<file path="src/crc32fr_pkg.sv">
`timescale 1ns / 1ps
// ----------------------------------------------------------------------------
// crc32fr_pkg
// shared constants, types and the crc-32 byte update for the frame receiver
// ----------------------------------------------------------------------------
package crc32fr_pkg;

  localparam int MAX_PAYLOAD    = 64;
  localparam int PREAMBLE_BYTES = 4;
  localparam int LEN_W          = 7;   // holds 0 .. MAX_PAYLOAD
  localparam int IDX_W          = 6;   // payload buffer address
  localparam int PRE_SEL_W      = 2;   // preamble byte select
  localparam int APB_ADDR_W     = 3;

  localparam logic [31:0] CRC_POLY = 32'hEDB8_8320;
  localparam logic [31:0] CRC_INIT = 32'hFFFF_FFFF;

  // register index decoded from paddr[2]
  localparam logic REG_PREAMBLE = 1'b0;

  typedef enum logic [2:0] {
    PH_HUNT,
    PH_DEST,
    PH_SRC,
    PH_SIZE,
    PH_DATA,
    PH_CSUM
  } ph_t;

  typedef enum logic [1:0] {
    EM_IDLE,
    EM_READ,
    EM_HOLD
  } em_state_t;

  // parser to emitter: start of a message run
  typedef struct packed {
    logic             start;
    logic [7:0]       src;
    logic [LEN_W-1:0] len;
  } emit_req_t;

  // emitter to parser: occupancy
  typedef struct packed {
    logic busy;      // reads still to issue
    logic holding;   // a result waits in the output register
  } emit_stat_t;

  // reflected crc-32, one byte
  function automatic logic [31:0] crc_feed(input logic [31:0] c, input logic [7:0] b);
    logic [31:0] r;
    r = c ^ {24'd0, b};
    for (int i = 0; i < 8; i++) begin
      r = r[0] ? ((r >> 1) ^ CRC_POLY) : (r >> 1);
    end
    return r;
  endfunction

endpackage

</file>
<file path="src/crc32fr_ram.sv">
`timescale 1ns / 1ps
`default_nettype none
// ----------------------------------------------------------------------------
// crc32fr_ram
// simple dual-port ram, one write port, one registered read port
// ----------------------------------------------------------------------------
module crc32fr_ram #(
  parameter int WIDTH = 8,
  parameter int DEPTH = 64
) (
  input  wire logic                     clk,
  input  wire logic                     we,
  input  wire logic [$clog2(DEPTH)-1:0] waddr,
  input  wire logic [WIDTH-1:0]         wdata,
  input  wire logic [$clog2(DEPTH)-1:0] raddr,
  output logic      [WIDTH-1:0]         rdata
);

  logic [WIDTH-1:0] mem [DEPTH];

  always_ff @(posedge clk) begin
    if (we) begin
      mem[waddr] <= wdata;
    end
    rdata <= mem[raddr];
  end

endmodule
`default_nettype wire

</file>
<file path="src/crc32fr_parse.sv">
`timescale 1ns / 1ps
`default_nettype none
// ----------------------------------------------------------------------------
// crc32fr_parse
// frame parser: preamble hunt, header, payload write, crc and checksum check
// ----------------------------------------------------------------------------
module crc32fr_parse (
  input  wire logic                         clk,
  input  wire logic                         rst,
  input  wire logic                         in_valid,
  output logic                              in_ready,
  input  wire logic [7:0]                   rx_byte,
  input  wire logic [31:0]                  preamble_word,
  input  wire crc32fr_pkg::emit_stat_t      emit_stat,
  output crc32fr_pkg::emit_req_t            emit_req,
  output logic                              ram_we,
  output logic [crc32fr_pkg::IDX_W-1:0]     ram_waddr,
  output logic [7:0]                        ram_wdata
);

  localparam int LW = crc32fr_pkg::LEN_W;

  crc32fr_pkg::ph_t phase, phase_next;
  logic [LW-1:0] byte_count, byte_count_next;
  logic [7:0]    src_byte, src_byte_next;
  logic [LW-1:0] size_byte, size_byte_next;
  logic [31:0]   running_crc, running_crc_next;
  logic [23:0]   rx_checksum, rx_checksum_next;

  logic          in_fire;
  logic          csum_final;
  logic [LW-1:0] size_clamped;
  logic [LW-1:0] count_inc;
  logic [LW-1:0] hunt_count;
  logic [7:0]    pre_byte;
  logic [31:0]   crc_upd;
  logic [7:0]    crc_in;

  assign csum_final = (phase == crc32fr_pkg::PH_CSUM) && (byte_count == LW'(3));
  // stall while the emitter reads, and hold back the checksum end while
  // the previous run still sits in the output register
  assign in_ready = !emit_stat.busy && !(csum_final && emit_stat.holding);
  assign in_fire  = in_valid && in_ready;

  assign size_clamped = (rx_byte > 8'(crc32fr_pkg::MAX_PAYLOAD)) ?
                        LW'(crc32fr_pkg::MAX_PAYLOAD) : rx_byte[LW-1:0];
  assign count_inc  = byte_count + LW'(1);
  assign hunt_count = (byte_count >= LW'(crc32fr_pkg::PREAMBLE_BYTES)) ? '0 : byte_count;
  assign pre_byte   = preamble_word[{hunt_count[crc32fr_pkg::PRE_SEL_W-1:0], 3'b000} +: 8];
  assign crc_in     = (phase == crc32fr_pkg::PH_SIZE) ? {1'b0, size_clamped} : rx_byte;
  assign crc_upd    = crc32fr_pkg::crc_feed(running_crc, crc_in);

  assign ram_we    = in_fire && (phase == crc32fr_pkg::PH_DATA);
  assign ram_waddr = byte_count[crc32fr_pkg::IDX_W-1:0];
  assign ram_wdata = rx_byte;

  always_ff @(posedge clk) begin
    if (rst) begin
      phase       <= crc32fr_pkg::PH_HUNT;
      byte_count  <= '0;
      src_byte    <= '0;
      size_byte   <= '0;
      running_crc <= crc32fr_pkg::CRC_INIT;
      rx_checksum <= '0;
    end else begin
      phase       <= phase_next;
      byte_count  <= byte_count_next;
      src_byte    <= src_byte_next;
      size_byte   <= size_byte_next;
      running_crc <= running_crc_next;
      rx_checksum <= rx_checksum_next;
    end
  end

  always_comb begin
    phase_next       = phase;
    byte_count_next  = byte_count;
    src_byte_next    = src_byte;
    size_byte_next   = size_byte;
    running_crc_next = running_crc;
    rx_checksum_next = rx_checksum;
    emit_req.start   = 1'b0;
    emit_req.src     = src_byte;
    emit_req.len     = size_byte;
    if (in_fire) begin
      unique case (phase)
        crc32fr_pkg::PH_DEST: begin
          running_crc_next = crc_upd;
          phase_next       = crc32fr_pkg::PH_SRC;
        end
        crc32fr_pkg::PH_SRC: begin
          src_byte_next    = rx_byte;
          running_crc_next = crc_upd;
          phase_next       = crc32fr_pkg::PH_SIZE;
        end
        crc32fr_pkg::PH_SIZE: begin
          size_byte_next   = size_clamped;
          running_crc_next = crc_upd;
          byte_count_next  = '0;
          rx_checksum_next = '0;
          phase_next       = (size_clamped == '0) ? crc32fr_pkg::PH_CSUM
                                                  : crc32fr_pkg::PH_DATA;
        end
        crc32fr_pkg::PH_DATA: begin
          running_crc_next = crc_upd;
          if (count_inc >= size_byte) begin
            byte_count_next  = '0;
            rx_checksum_next = '0;
            phase_next       = crc32fr_pkg::PH_CSUM;
          end else begin
            byte_count_next = count_inc;
          end
        end
        crc32fr_pkg::PH_CSUM: begin
          unique case (byte_count[1:0])
            2'd0:    rx_checksum_next[7:0]   = rx_byte;
            2'd1:    rx_checksum_next[15:8]  = rx_byte;
            2'd2:    rx_checksum_next[23:16] = rx_byte;
            default: ;
          endcase
          byte_count_next = count_inc;
          if (csum_final) begin
            if ({rx_byte, rx_checksum} == ~running_crc) begin
              emit_req.start = 1'b1;
            end
            phase_next       = crc32fr_pkg::PH_HUNT;
            byte_count_next  = '0;
            running_crc_next = crc32fr_pkg::CRC_INIT;
          end
        end
        default: begin
          // preamble hunt, also for codes outside the list
          phase_next = crc32fr_pkg::PH_HUNT;
          if (rx_byte == pre_byte) begin
            running_crc_next = crc_upd;
            if (hunt_count + LW'(1) >= LW'(crc32fr_pkg::PREAMBLE_BYTES)) begin
              byte_count_next = '0;
              phase_next      = crc32fr_pkg::PH_DEST;
            end else begin
              byte_count_next = hunt_count + LW'(1);
            end
          end else begin
            byte_count_next  = '0;
            running_crc_next = crc32fr_pkg::CRC_INIT;
          end
        end
      endcase
    end
  end

`ifndef SYNTHESIS
  a_data_count_bound: assert property (@(posedge clk) disable iff (rst)
    (phase == crc32fr_pkg::PH_DATA) |-> (byte_count < size_byte))
    else $error("payload count beyond frame size");
`endif

endmodule
`default_nettype wire

</file>
<file path="src/crc32fr_emit.sv">
`timescale 1ns / 1ps
`default_nettype none
// ----------------------------------------------------------------------------
// crc32fr_emit
// message emitter: reads the payload buffer and drives the output register
// ----------------------------------------------------------------------------
module crc32fr_emit (
  input  wire logic                         clk,
  input  wire logic                         rst,
  input  wire crc32fr_pkg::emit_req_t       emit_req,
  output crc32fr_pkg::emit_stat_t           emit_stat,
  output logic [crc32fr_pkg::IDX_W-1:0]     ram_raddr,
  input  wire logic [7:0]                   ram_rdata,
  output logic                              out_valid,
  input  wire logic                         out_ready,
  output logic [7:0]                        source_addr,
  output logic [crc32fr_pkg::LEN_W-1:0]     payload_len,
  output logic [7:0]                        data_byte,
  output logic [crc32fr_pkg::IDX_W-1:0]     byte_index,
  output logic                              last
);

  localparam int LW = crc32fr_pkg::LEN_W;

  crc32fr_pkg::em_state_t state, state_next;
  logic [LW-1:0] k, k_next;
  logic [7:0]    src_q;
  logic [LW-1:0] len_q;
  logic [LW-1:0] run_cnt;
  logic          load;

  assign run_cnt   = (len_q == '0) ? LW'(1) : len_q;
  assign ram_raddr = k[crc32fr_pkg::IDX_W-1:0];
  assign load      = (state == crc32fr_pkg::EM_READ);
  assign out_valid = (state == crc32fr_pkg::EM_HOLD);

  assign emit_stat.busy    = (state == crc32fr_pkg::EM_READ) ||
                             ((state == crc32fr_pkg::EM_HOLD) && !last);
  assign emit_stat.holding = out_valid;

  always_ff @(posedge clk) begin
    if (rst) begin
      state <= crc32fr_pkg::EM_IDLE;
      k     <= '0;
    end else begin
      state <= state_next;
      k     <= k_next;
    end
  end

  always_ff @(posedge clk) begin
    if (emit_req.start) begin
      src_q <= emit_req.src;
      len_q <= emit_req.len;
    end
    if (load) begin
      source_addr <= src_q;
      payload_len <= len_q;
      data_byte   <= (len_q == '0) ? 8'd0 : ram_rdata;
      byte_index  <= k[crc32fr_pkg::IDX_W-1:0];
      last        <= (k + LW'(1) == run_cnt);
    end
  end

  always_comb begin
    state_next = state;
    k_next     = k;
    unique case (state)
      crc32fr_pkg::EM_IDLE: begin
        // address zero is already on the read port
        if (emit_req.start) begin
          state_next = crc32fr_pkg::EM_READ;
        end
      end
      crc32fr_pkg::EM_READ: begin
        k_next     = k + LW'(1);
        state_next = crc32fr_pkg::EM_HOLD;
      end
      crc32fr_pkg::EM_HOLD: begin
        if (out_ready) begin
          if (last) begin
            k_next     = '0;
            state_next = crc32fr_pkg::EM_IDLE;
          end else begin
            state_next = crc32fr_pkg::EM_READ;
          end
        end
      end
      default: begin
        k_next     = '0;
        state_next = crc32fr_pkg::EM_IDLE;
      end
    endcase
  end

`ifndef SYNTHESIS
  a_start_when_idle: assert property (@(posedge clk) disable iff (rst)
    emit_req.start |-> (state == crc32fr_pkg::EM_IDLE))
    else $error("message run started while emitter busy");

  a_read_one_cycle: assert property (@(posedge clk) disable iff (rst)
    (state == crc32fr_pkg::EM_READ) |=> (state == crc32fr_pkg::EM_HOLD))
    else $error("read data not loaded into output register");

  a_idle_addr_zero: assert property (@(posedge clk) disable iff (rst)
    (state == crc32fr_pkg::EM_IDLE) |-> (k == '0))
    else $error("read index not rewound after run");
`endif

endmodule
`default_nettype wire

</file>
<file path="src/crc32_frame_receiver_unit.sv">
`timescale 1ns / 1ps
`default_nettype none
// ----------------------------------------------------------------------------
// crc32_frame_receiver_unit
// preamble / length / crc-32 frame receiver with buffered payload replay
// ----------------------------------------------------------------------------
// usage
//   input channel (in_valid / in_ready / rx_byte): one received byte per
//   request. bytes are taken one per cycle, stalls aside, as it parses a frame:
//   preamble hunt, destination, source, size (clamped to 64), payload into a
//   64-byte buffer ram, then a little-endian crc-32 checksum.
//   output channel (out_valid / out_ready / result fields): on a good
//   checksum the frame comes out as one request per payload byte (one request
//   with data_byte zero for an empty frame), last set on the final one.
//   after the last checksum byte is taken, the first result passes the read
//   state, then the output register; each further result is a buffer read,
//   then the output register, and starts only once the held one is taken.
//   input is stalled while buffer reads of a run remain; the last result may
//   wait in the output register while the next frame streams in, and only
//   the final checksum byte of that frame is held until it is taken.
//   reset (rst, synchronous) returns to the preamble hunt with the crc at all
//   ones and clears the preamble register; the buffer needs no clearing.
//   apb register 0 (addr 0): preamble_word, first byte in bits 7:0
// ----------------------------------------------------------------------------
module crc32_frame_receiver_unit (
  input  wire logic                                clk,
  input  wire logic                                rst,
  // apb configuration
  input  wire logic                                psel,
  input  wire logic                                penable,
  input  wire logic                                pwrite,
  input  wire logic [crc32fr_pkg::APB_ADDR_W-1:0]  paddr,
  input  wire logic [31:0]                         pwdata,
  output logic      [31:0]                         prdata,
  output logic                                     pready,
  // byte input
  input  wire logic                                in_valid,
  output logic                                     in_ready,
  input  wire logic [7:0]                          rx_byte,
  // message output
  output logic                                     out_valid,
  input  wire logic                                out_ready,
  output logic      [7:0]                          source_addr,
  output logic      [crc32fr_pkg::LEN_W-1:0]       payload_len,
  output logic      [7:0]                          data_byte,
  output logic      [crc32fr_pkg::IDX_W-1:0]       byte_index,
  output logic                                     last
);

  logic [31:0] preamble_word;
  logic        reg_sel;

  crc32fr_pkg::emit_req_t  emit_req;
  crc32fr_pkg::emit_stat_t emit_stat;

  logic                          ram_we;
  logic [crc32fr_pkg::IDX_W-1:0] ram_waddr;
  logic [7:0]                    ram_wdata;
  logic [crc32fr_pkg::IDX_W-1:0] ram_raddr;
  logic [7:0]                    ram_rdata;

  // apb register file: a single register where paddr[2] is zero, others read zero
  assign pready  = 1'b1;
  assign reg_sel = (paddr[2] == crc32fr_pkg::REG_PREAMBLE);
  assign prdata  = reg_sel ? preamble_word : 32'd0;

  always_ff @(posedge clk) begin
    if (rst) begin
      preamble_word <= '0;
    end else if (psel && penable && pwrite && pready && reg_sel) begin
      preamble_word <= pwdata;
    end
  end

  // header parse, crc and payload write
  crc32fr_parse u_parse (
    .clk           (clk),
    .rst           (rst),
    .in_valid      (in_valid),
    .in_ready      (in_ready),
    .rx_byte       (rx_byte),
    .preamble_word (preamble_word),
    .emit_stat     (emit_stat),
    .emit_req      (emit_req),
    .ram_we        (ram_we),
    .ram_waddr     (ram_waddr),
    .ram_wdata     (ram_wdata)
  );

  // payload buffer, written during the data phase, read during replay
  crc32fr_ram #(
    .WIDTH (8),
    .DEPTH (crc32fr_pkg::MAX_PAYLOAD)
  ) u_buf (
    .clk   (clk),
    .we    (ram_we),
    .waddr (ram_waddr),
    .wdata (ram_wdata),
    .raddr (ram_raddr),
    .rdata (ram_rdata)
  );

  // replay of an accepted frame
  crc32fr_emit u_emit (
    .clk         (clk),
    .rst         (rst),
    .emit_req    (emit_req),
    .emit_stat   (emit_stat),
    .ram_raddr   (ram_raddr),
    .ram_rdata   (ram_rdata),
    .out_valid   (out_valid),
    .out_ready   (out_ready),
    .source_addr (source_addr),
    .payload_len (payload_len),
    .data_byte   (data_byte),
    .byte_index  (byte_index),
    .last        (last)
  );

`ifndef SYNTHESIS
  a_no_write_during_replay: assert property (@(posedge clk) disable iff (rst)
    emit_stat.busy |-> !ram_we)
    else $error("payload buffer written while replay reads remain");

  a_last_drains: assert property (@(posedge clk) disable iff (rst)
    (out_valid && out_ready && last) |=> !out_valid)
    else $error("new run started on the cycle the previous run ended");
`endif

endmodule
`default_nettype wire
</file>
<file path="config.mk">
export PLATFORM = sky130hd
export DESIGN_NAME = crc32_frame_receiver_unit
export DESIGN_NICKNAME = d
export VERILOG_FILES = /design/src/crc32fr_pkg.sv /design/src/crc32fr_ram.sv /design/src/crc32fr_parse.sv /design/src/crc32fr_emit.sv /design/src/crc32_frame_receiver_unit.sv
export SDC_FILE = /design/constraint.sdc
export NUM_CORES = 1
export LEC_CHECK = 0
export ABC_AREA = 1
export ABC_CLOCK_PERIOD_IN_PS = 5800
export BUFFER_PORTS_ARGS = -buffer_cell sky130_fd_sc_hd__buf_2
export CAP_MARGIN = 5
export CORE_MARGIN = 10
export CORE_UTILIZATION = 55
export CTS_CLUSTER_SIZE = 14
export DETAILED_ROUTE_END_ITERATION = 10
export GPL_ROUTABILITY_DRIVEN = 0
export PLACE_DENSITY = 0.75
export SLEW_MARGIN = 20
export SYNTH_ARGS = -nofsm -noshare
export SYNTH_HDL_FRONTEND = slang
export SYNTH_SLANG_ARGS = --single-unit
</file>
<file path="constraint.sdc">
create_clock -name clk -period 5.8 [get_ports clk]
set_input_delay 0.58 -clock clk [delete_from_list [all_inputs] [get_ports clk]]
set_output_delay 0.58 -clock clk [all_outputs]
set_load 0.01 [all_outputs]
</file>
==> flow_summary.json, run 1 <==
{
  "antenna_left": 0,
  "grt_pass1_vias": 20830,
  "skew_ns": 0.03799,
  "h-tree-depth": 3,
  "cts_buffer_depth": 3,
  "synth.avg_cell_area_um2": 10.69,
  "final_layout_size_suffix_gt1_frac": 0.1070,
  "grtUsageTotal": 0.2380,
  "rsz0062_at_grt": "no",
  "period_minus_slack_ns": 4.051,
  "rows": 84,
  "synth_top_family_by_area": "simple AND/OR/NAND/NOR gates",
  "synth_nets": 2805,
  "cp_cell_sequence": "inv_2, nand2_2, nor2_2, nand2_1, nor2_1, nand2_1, nand3_1, inv_2, nand2_2, nor2_1, inv_1, nor2_1, nand3_1, nor2_1",
  "synth_edf_count": 557,
  "ys_seq_area_frac": 0.6594,
  "placed_area_um2": 30280,
  "clk_pin_slew_ns": 0.06,
  "cts_resized": 0,
  "synthTopCellsByArea": "edfxtp_1 57%, dfxtp_1 8.9%, nor2_1 6.2%, o21ai_0 6.0%, nand2_1 3.8%",
  "diodes": 0,
  "die-area_um2": 62930,
  "dp_hpwl_mm": 47.41,
  "ctsHoldBuffers": 0,
  "worstHoldPathType": "in2reg",
  "cap_violations": 0,
  "end_kind": "register",
  "cp.required_ns": 6.02,
  "viasPerCell": 6.093,
  "synth_cell_types": 51,
  "totalWireLength_mm": 77.20,
  "synth_flop_cell": "edfxtp_1",
  "drtPass1Iterations": 8,
  "grt_max_degree": 107,
  "critPathKind": "reg2reg",
  "io_pins": 115,
  "worst_slew_pin_slew_ns": 0.9571,
  "layout_commonest_cell": "edfxtp_1",
  "syn_to_final_growth_pct": 11.46,
  "fin_crit_sh": 0.6984,
  "stdcell_area_um2": 32680,
  "antenna_found_initial": 1,
  "vias": 21560,
  "fin_nets": 2858,
  "cts_tree": "yes",
  "arrival_ns": 4.27,
  "power_density_nw_per_um2": 329.0,
  "root_buffer": "clkbuf_16",
  "status": "finished, final reports clean",
  "cts_setup_buffers": 0,
  "final_cell_mix": "557 x edfxtp_1, 484 x nor2_1, 354 x o21ai_0, 297 x nand2_1, 141 x o22ai_1",
  "synth_area_um2": 29310,
  "drtIter0Drc": 2793,
  "cp_max_fo": 11,
  "report.final.slew_viol_count": 0,
  "cpPeakStageDelay_ns": 0.90,
  "synthMuxAreaShare": 0,
  "ys_ff_latch": 687,
  "clock_latency_ns": 0.61,
  "setup-tns-final_ns": 0,
  "yosys.area_share.simple": 0.1403,
  "slew_headroom": 0.3619,
  "postSynthCellCount": 2741,
  "grt-ovfl-total": 0,
  "synth_xor_area_frac": 0.02680,
  "avgRoutedWirePerCell_um": 21.81,
  "drcViolationCount": 0,
  "crit_path_frequent_cell": "nor2_1",
  "portBuffers": 111,
  "slowest_stage": "nor2_1",
  "synth_compound_area_frac": 0.1292,
  "fmax_ghz": 0.2469,
  "yosysTopAreaCell": "edfxtp_1",
  "cts-buffers-inserted": 71,
  "p_leak_nw": 11.69,
  "ir_drop_mv": 0.2177,
  "initial_core_util": 0.5567,
  "grt_pass1_wl_mm": 119.1,
  "fillers": 4014,
  "synth_warnings": 0,
  "hold_depth": 3,
  "chipHeight_um": 250.9,
  "dieWidth_um": 250.9,
  "core_area_um2": 52660,
  "setup_viol": 0,
  "synth_fa_ha_area_frac": 0.005976,
  "rr_worst_depth": 14,
  "cts.sinks": 687,
  "async_flop_share": 0,
  "synth_top_area_frac": 0.5706,
  "startpoint_type": "register",
  "hold_violations": 0
}
==> worst paths after layout <==
check                                     startpoint                              end  slack (ns)
setup / recovery  u_parse.byte_count[3]$_SDFFE_PP0P_       u_buf.mem[41][4]$_DFFE_PP_        1.75
hold / removal                            pwdata[13]   preamble_word[13]$_SDFFE_PP0P_        0.25
setup reg to reg  u_parse.byte_count[3]$_SDFFE_PP0P_       u_buf.mem[41][4]$_DFFE_PP_        1.75
hold reg to reg            u_emit.src_q[0]$_DFFE_PP_  u_emit.source_addr[0]$_DFFE_PP_        0.42
==> kinds of logic after synthesis <==
family	after synthesis
XOR/XNOR	88
adder cells (fa/ha/maj)	14
AO/OA/AOI/OAI	689
AND/OR/NAND/NOR	981
flip-flops	687
buffers and inverters	281
other	1
==> per-stage QoR <==
stage	utilization	hold WS [ns]	worst slack (ns)	std cells	power, mW
finish	0.6205	0.2506	1.749	3539	10.75
global placement	0.5751	0.4072	2.059	3409	6.179
CTS	0.6204	0.2313	1.827	3539	10.77
global route	0.6205	0.2555	1.545	3539	11.08
floorplan	-	0.4003	2.954	2741	5.979
detailed placement	0.5751	0.4052	1.856	3409	6.201
==> state kept, by name (all words and copies together) (netlist names), 8 cells and up <==
register	count
u_parse.rx_checksum	24
u_emit.data_byte	8
u_buf.mem	512
u_emit.source_addr	8
u_parse.running_crc	32
u_emit.src_q	8
u_buf.rdata	8
preamble_word	32
u_parse.src_byte	8
==> where the power goes <==
group / internal [mW] / switching, mW / total [mW]
registers: 5.36 / 0.0494 / 5.41
logic: 0.216 / 0.493 / 0.709
clock network: 2.75 / 1.88 / 4.63
==> Yosys cell counts, types with 3 or more instances <==
library cell	count
nor2_4	6
clkbuf_1	131
buf_1	5
nand4_1	21
inv_2	16
o21ai_0	354
nand2_1	297
o32ai_1	4
xnor2_1	5
buf_2	8
nor3_1	8
buf_4	7
buf_6	4
nand3_1	127
xor2_1	81
o22ai_1	141
inv_1	104
nand2_2	10
o21ai_1	26
clkinv_1	6
a31oi_1	3
a211oi_1	8
o221ai_1	17
dfxtp_1	130
nand3_2	6
ha_1	14
edfxtp_1	557
o211ai_1	9
a21oi_1	119
nor2_1	484
nor2_2	6
==> layout make-up <==
class,count,area (um2),area share
clock buffer,97,2052,0.06280
sequential,687,19340,0.5918
multi-input combinational,1773,8876,0.2716
inverter,126,478.0,0.01463
clock inverter,33,335.3,0.01026
tap,688,860.8,0.02635
timing repair buffer,135,735.7,0.02252
==> critical path, delay by kind of cell, from the launching register on <==
kind | cells | cell delay, ns
flops | 1 | 0.60
buf+inv | 3 | 0.31
simple gates | 11 | 2.74
==> routing by layer <==
metal | vias to the layer above | GRT usage | routed length, um
met4 | 0 | 0.09122 | 2743
li1 | 9841 | - | -
met1 | 10250 | 0.3099 | 30260
met3 | 196 | 0.04845 | 7721
met2 | 1276 | 0.3872 | 36470
met5 | - | 0 | 0
Note: power is estimated with default switching activity, not from simulation.
==> run 2, diff against run 1 <==
--- a/config.mk
+++ b/config.mk
@@ -5,8 +5,8 @@
 export SDC_FILE = /design/constraint.sdc
 export NUM_CORES = 1
 export LEC_CHECK = 0
-export ABC_AREA = 1
-export ABC_CLOCK_PERIOD_IN_PS = 5800
+export ABC_AREA = 0
+export ABC_CLOCK_PERIOD_IN_PS = 3300
 export BUFFER_PORTS_ARGS = -buffer_cell sky130_fd_sc_hd__buf_2
 export CAP_MARGIN = 5
 export CORE_MARGIN = 10
@@ -14,7 +14,7 @@
 export CTS_CLUSTER_SIZE = 14
 export DETAILED_ROUTE_END_ITERATION = 10
 export GPL_ROUTABILITY_DRIVEN = 0
-export PLACE_DENSITY = 0.75
+export PLACE_DENSITY = 0.78
 export SLEW_MARGIN = 20
 export SYNTH_ARGS = -nofsm -noshare
 export SYNTH_HDL_FRONTEND = slang
==> constraint.sdc (replaced) <==
create_clock -name clk -period 3.3 [get_ports clk]
set_input_delay 0.33 -clock clk [delete_from_list [all_inputs] [get_ports clk]]
set_output_delay 0.33 -clock clk [all_outputs]
set_load 0.01 [all_outputs]
==> run 2 against run 1 <==
Compared with the run above:
- cell area up 0.79%
- wire length down 9.5%
- final cell count down 24%
- clock power up 65%
- power up 70%
- core utilization up 2.4 points
- synthesized cell count down 38%
- fmax up 31%
- count of clock-buffer cells in the layout down 2
- critical path type unchanged
- critical endpoint is now u_parse.running_crc[22]$_SDFFE_PP1P_
- largest cell class unchanged
==> flow_summary.json, run 2 <==
{
  "worstHoldPathType": "in2reg",
  "startpoint_type": "register",
  "initial_core_util": 0.5538,
  "cts_tree": "yes",
  "drcViolationCount": 0,
  "cpPeakStageDelay_ns": 0.46,
  "ir_drop_mv": 0.4565,
  "rows": 83,
  "final_cell_mix": "557 x edfxtp_1, 168 x mux4_2, 125 x dfxtp_1, 118 x buf_4, 111 x buf_2",
  "totalWireLength_mm": 69.84,
  "synth_warnings": 0,
  "async_flop_share": 0,
  "fmax_ghz": 0.3231,
  "rsz0062_at_grt": "no",
  "die-area_um2": 60920,
  "skew_ns": 0.02066,
  "worst_slew_pin_slew_ns": 0.8674,
  "hold_violations": 0,
  "cp_max_fo": 16,
  "p_leak_nw": 10.69,
  "vias": 16600,
  "synth_area_um2": 28290,
  "dieWidth_um": 246.8,
  "hold_end": "u_parse.phase[2]$_SDFFE_PP0P_",
  "dp_hpwl_mm": 43.05,
  "clock_latency_ns": 0.61,
  "io_pins": 115,
  "portBuffers": 111,
  "fin_crit_sh": 0.9378,
  "drtIter0Drc": 1897,
  "cp.required_ns": 3.79,
  "viasPerCell": 6.194,
  "r2r-end": "u_parse.running_crc[22]$_SDFFE_PP1P_",
  "stdcell_area_um2": 32930,
  "clk_pin_slew_ns": 0.06,
  "crit_path_frequent_cell": "buf_4",
  "synth_top_area_frac": 0.5912,
  "layout_commonest_cell": "edfxtp_1",
  "synth.avg_cell_area_um2": 16.55,
  "synth_common_cells": "557 x edfxtp_1, 168 x mux4_2, 130 x dfxtp_1",
  "syn_to_final_growth_pct": 16.39,
  "synth_flop_cell": "edfxtp_1",
  "largest_register_ff_count": 512,
  "regToRegStartpoint": "u_parse.byte_count[1]$_SDFFE_PP0P_",
  "status": "finished, final reports clean",
  "synth_cell_types": 68,
  "hold_depth": 2,
  "arrival_ns": 3.59,
  "p_clk_frac": 0.420,
  "cp_num_buf_inv": 2,
  "cp_top_family": "compound AO/OA/AOI/OAI gates",
  "h-tree-depth": 3,
  "cts.sinks": 687,
  "postSynthCellCount": 1710,
  "avgRoutedWirePerCell_um": 26.07,
  "ff2ff_setup_slack_ns": 0.21,
  "fin_nets": 2015,
  "core_area_um2": 51090,
  "antenna_left": 0,
  "cp_cell_sequence": "buf_4, or4b_1, o22ai_2, a2111oi_0, nor4_1, nand3_1, o41ai_4, buf_4, o211ai_4, o22a_1",
  "drtPass1Iterations": 6,
  "cts_buffer_depth": 3,
  "synth_edf_count": 557,
  "grt_pass1_wl_mm": 105.5,
  "antenna_found_initial": 2,
  "placed_area_um2": 30340,
  "crit_cells": 10,
  "grtUsageTotal": 0.2303,
  "root_buffer": "clkbuf_16",
  "p_seq_frac": 0.520,
  "period_minus_slack_ns": 3.095,
  "switching_share": 0.2132,
  "yosysTopAreaCell": "edfxtp_1",
  "regMostFlops": "u_buf.mem",
  "reg_top3": "u_buf.mem (512), preamble_word (32), u_parse.running_crc (32)",
  "grt_pass1_vias": 16820,
  "yosysMostFrequentCell": "edfxtp_1",
  "ys_ff_latch": 687,
  "cap_violations": 0,
  "grt-ovfl-total": 0,
  "chipHeight_um": 246.8,
  "setup_viol": 0,
  "slew_headroom": 0.4217,
  "ys_seq_area_frac": 0.6831,
  "end_kind": "register",
  "rr_worst_depth": 10,
  "final_layout_size_suffix_gt1_frac": 0.2683,
  "synthTopCellsByArea": "edfxtp_1 59%, mux4_2 13%, dfxtp_1 9.2%, xnor2_1 2.8%, a21oi_1 1.5%",
  "cts-buffers-inserted": 68,
  "hp-start": "rst",
  "critPathKind": "reg2reg",
  "combPwrFrac": 0.060,
  "power_switching_mw": 3.888,
  "slowest_stage": "or4b_1",
  "grt_max_degree": 82,
  "p_int_mw": 14.34,
  "report.final.slew_viol_count": 0,
  "power_density_nw_per_um2": 553.6,
  "synth_nets": 1774,
  "setup-tns-final_ns": 0
}
[run 2: changes by cell type after synthesis, sizes merged, moves of 32 or more]
cell    before  now
a21oi      119   84
mux4         0  168
nand3      134   25
nor2       497  106
o22ai      141    6
nand2      308  110
xor2        82   26
nor2b        0   38
clkbuf     131   61
o22a         0   32
inv        120   22
xnor2        6   97
o21ai      381   35
[run 2: how the worst max path moves through the flow]
stage,start,endpoint,slack (ns)
after global placement,u_parse.byte_count[1]$_SDFFE_PP0P_,u_parse.running_crc[24]$_SDFFE_PP1P_,0.15
after detailed placement,u_parse.byte_count[1]$_SDFFE_PP0P_,u_parse.running_crc[24]$_SDFFE_PP1P_,0.12
after floorplan,u_parse.phase[1]$_SDFFE_PP0P_,u_emit.len_q[0]$_DFFE_PP_,0.18
after global routing,u_parse.byte_count[6]$_SDFFE_PP0P_,u_parse.running_crc[29]$_SDFFE_PP1P_,0.005
after CTS,u_parse.byte_count[1]$_SDFFE_PP0P_,u_parse.running_crc[24]$_SDFFE_PP1P_,0.1
final,u_parse.byte_count[1]$_SDFFE_PP0P_,u_parse.running_crc[22]$_SDFFE_PP1P_,0.21
[run 2: worst reg2reg max path: stages, from the launching register on]
cell       delay (ns)
dfxtp_2          0.43
buf_4            0.21
or4b_1           0.46
o22ai_2          0.12
a2111oi_0        0.12
nor4_1           0.30
nand3_1          0.25
o41ai_4          0.42
buf_4            0.19
o211ai_4         0.22
o22a_1           0.27
[run 2: routing by layer]
layer	vias to the layer above	global-route usage	routed length (um)
li1	7124	-	-
met1	8448	0.2965	26030
met2	875	0.3919	35870
met3	146	0.04845	6115
met4	2	0.06314	1808
met5	-	0	12
[run 2: power by group through the flow]
stage	Clock [mW]	Combinational, mW	Sequential (mW)
floorplan	0	0.733	9.63
global route	8.08	1.18	9.47
global placement	0	1.02	9.65
finish	7.66	1.10	9.47
detailed placement	0	1.04	9.66
CTS	7.77	1.08	9.47
[run 2: cells by family (layout without fill, tap and decap cells)]
logic type / Yosys count / after routing / synth area share
other cells: 1 / 2 / 0.0001325
mux: 188 / 188 / 0.1408
buf+inv: 124 / 411 / 0.01844
fa+ha+maj: 14 / 14 / 0.006191
flops: 687 / 687 / 0.6831
xor+xnor: 125 / 125 / 0.04179
compound gates: 199 / 200 / 0.04590
simple gates: 372 / 372 / 0.06355
[run 2: area by class of cell]
cell class	instances	area, um2
sequential	687	19340
fill	3400	18160
multi-input combinational	900	8482
timing repair buffer	272	1982
clock buffer	95	1917
tap	680	850.8
clock inverter	22	275.3
inverter	22	82.58
antenna	1	2.502
[run 2: per-stage QoR]
stage | hold WS (ns) | setup WS (ns) | util | power [mW] | instances
floorplan | 0.4003 | 0.1829 | - | 10.36 | 1710
global placement | 0.4075 | 0.1523 | 0.5938 | 10.67 | 2524
detailed placement | 0.4084 | 0.1167 | 0.5938 | 10.70 | 2524
CTS | 0.03755 | 0.09723 | 0.6430 | 18.32 | 2673
global route | 0.08162 | 0.004942 | 0.6445 | 18.74 | 2678
finish | 0.06181 | 0.2053 | 0.6445 | 18.23 | 2679
[run 2: timing repair]
action,4_1_cts,5_1_grt
buffers inserted,0,4
hold buffers,32,0
hold endpoints to repair,32,0
setup endpoints to repair,0,37
gates resized for setup,0,4
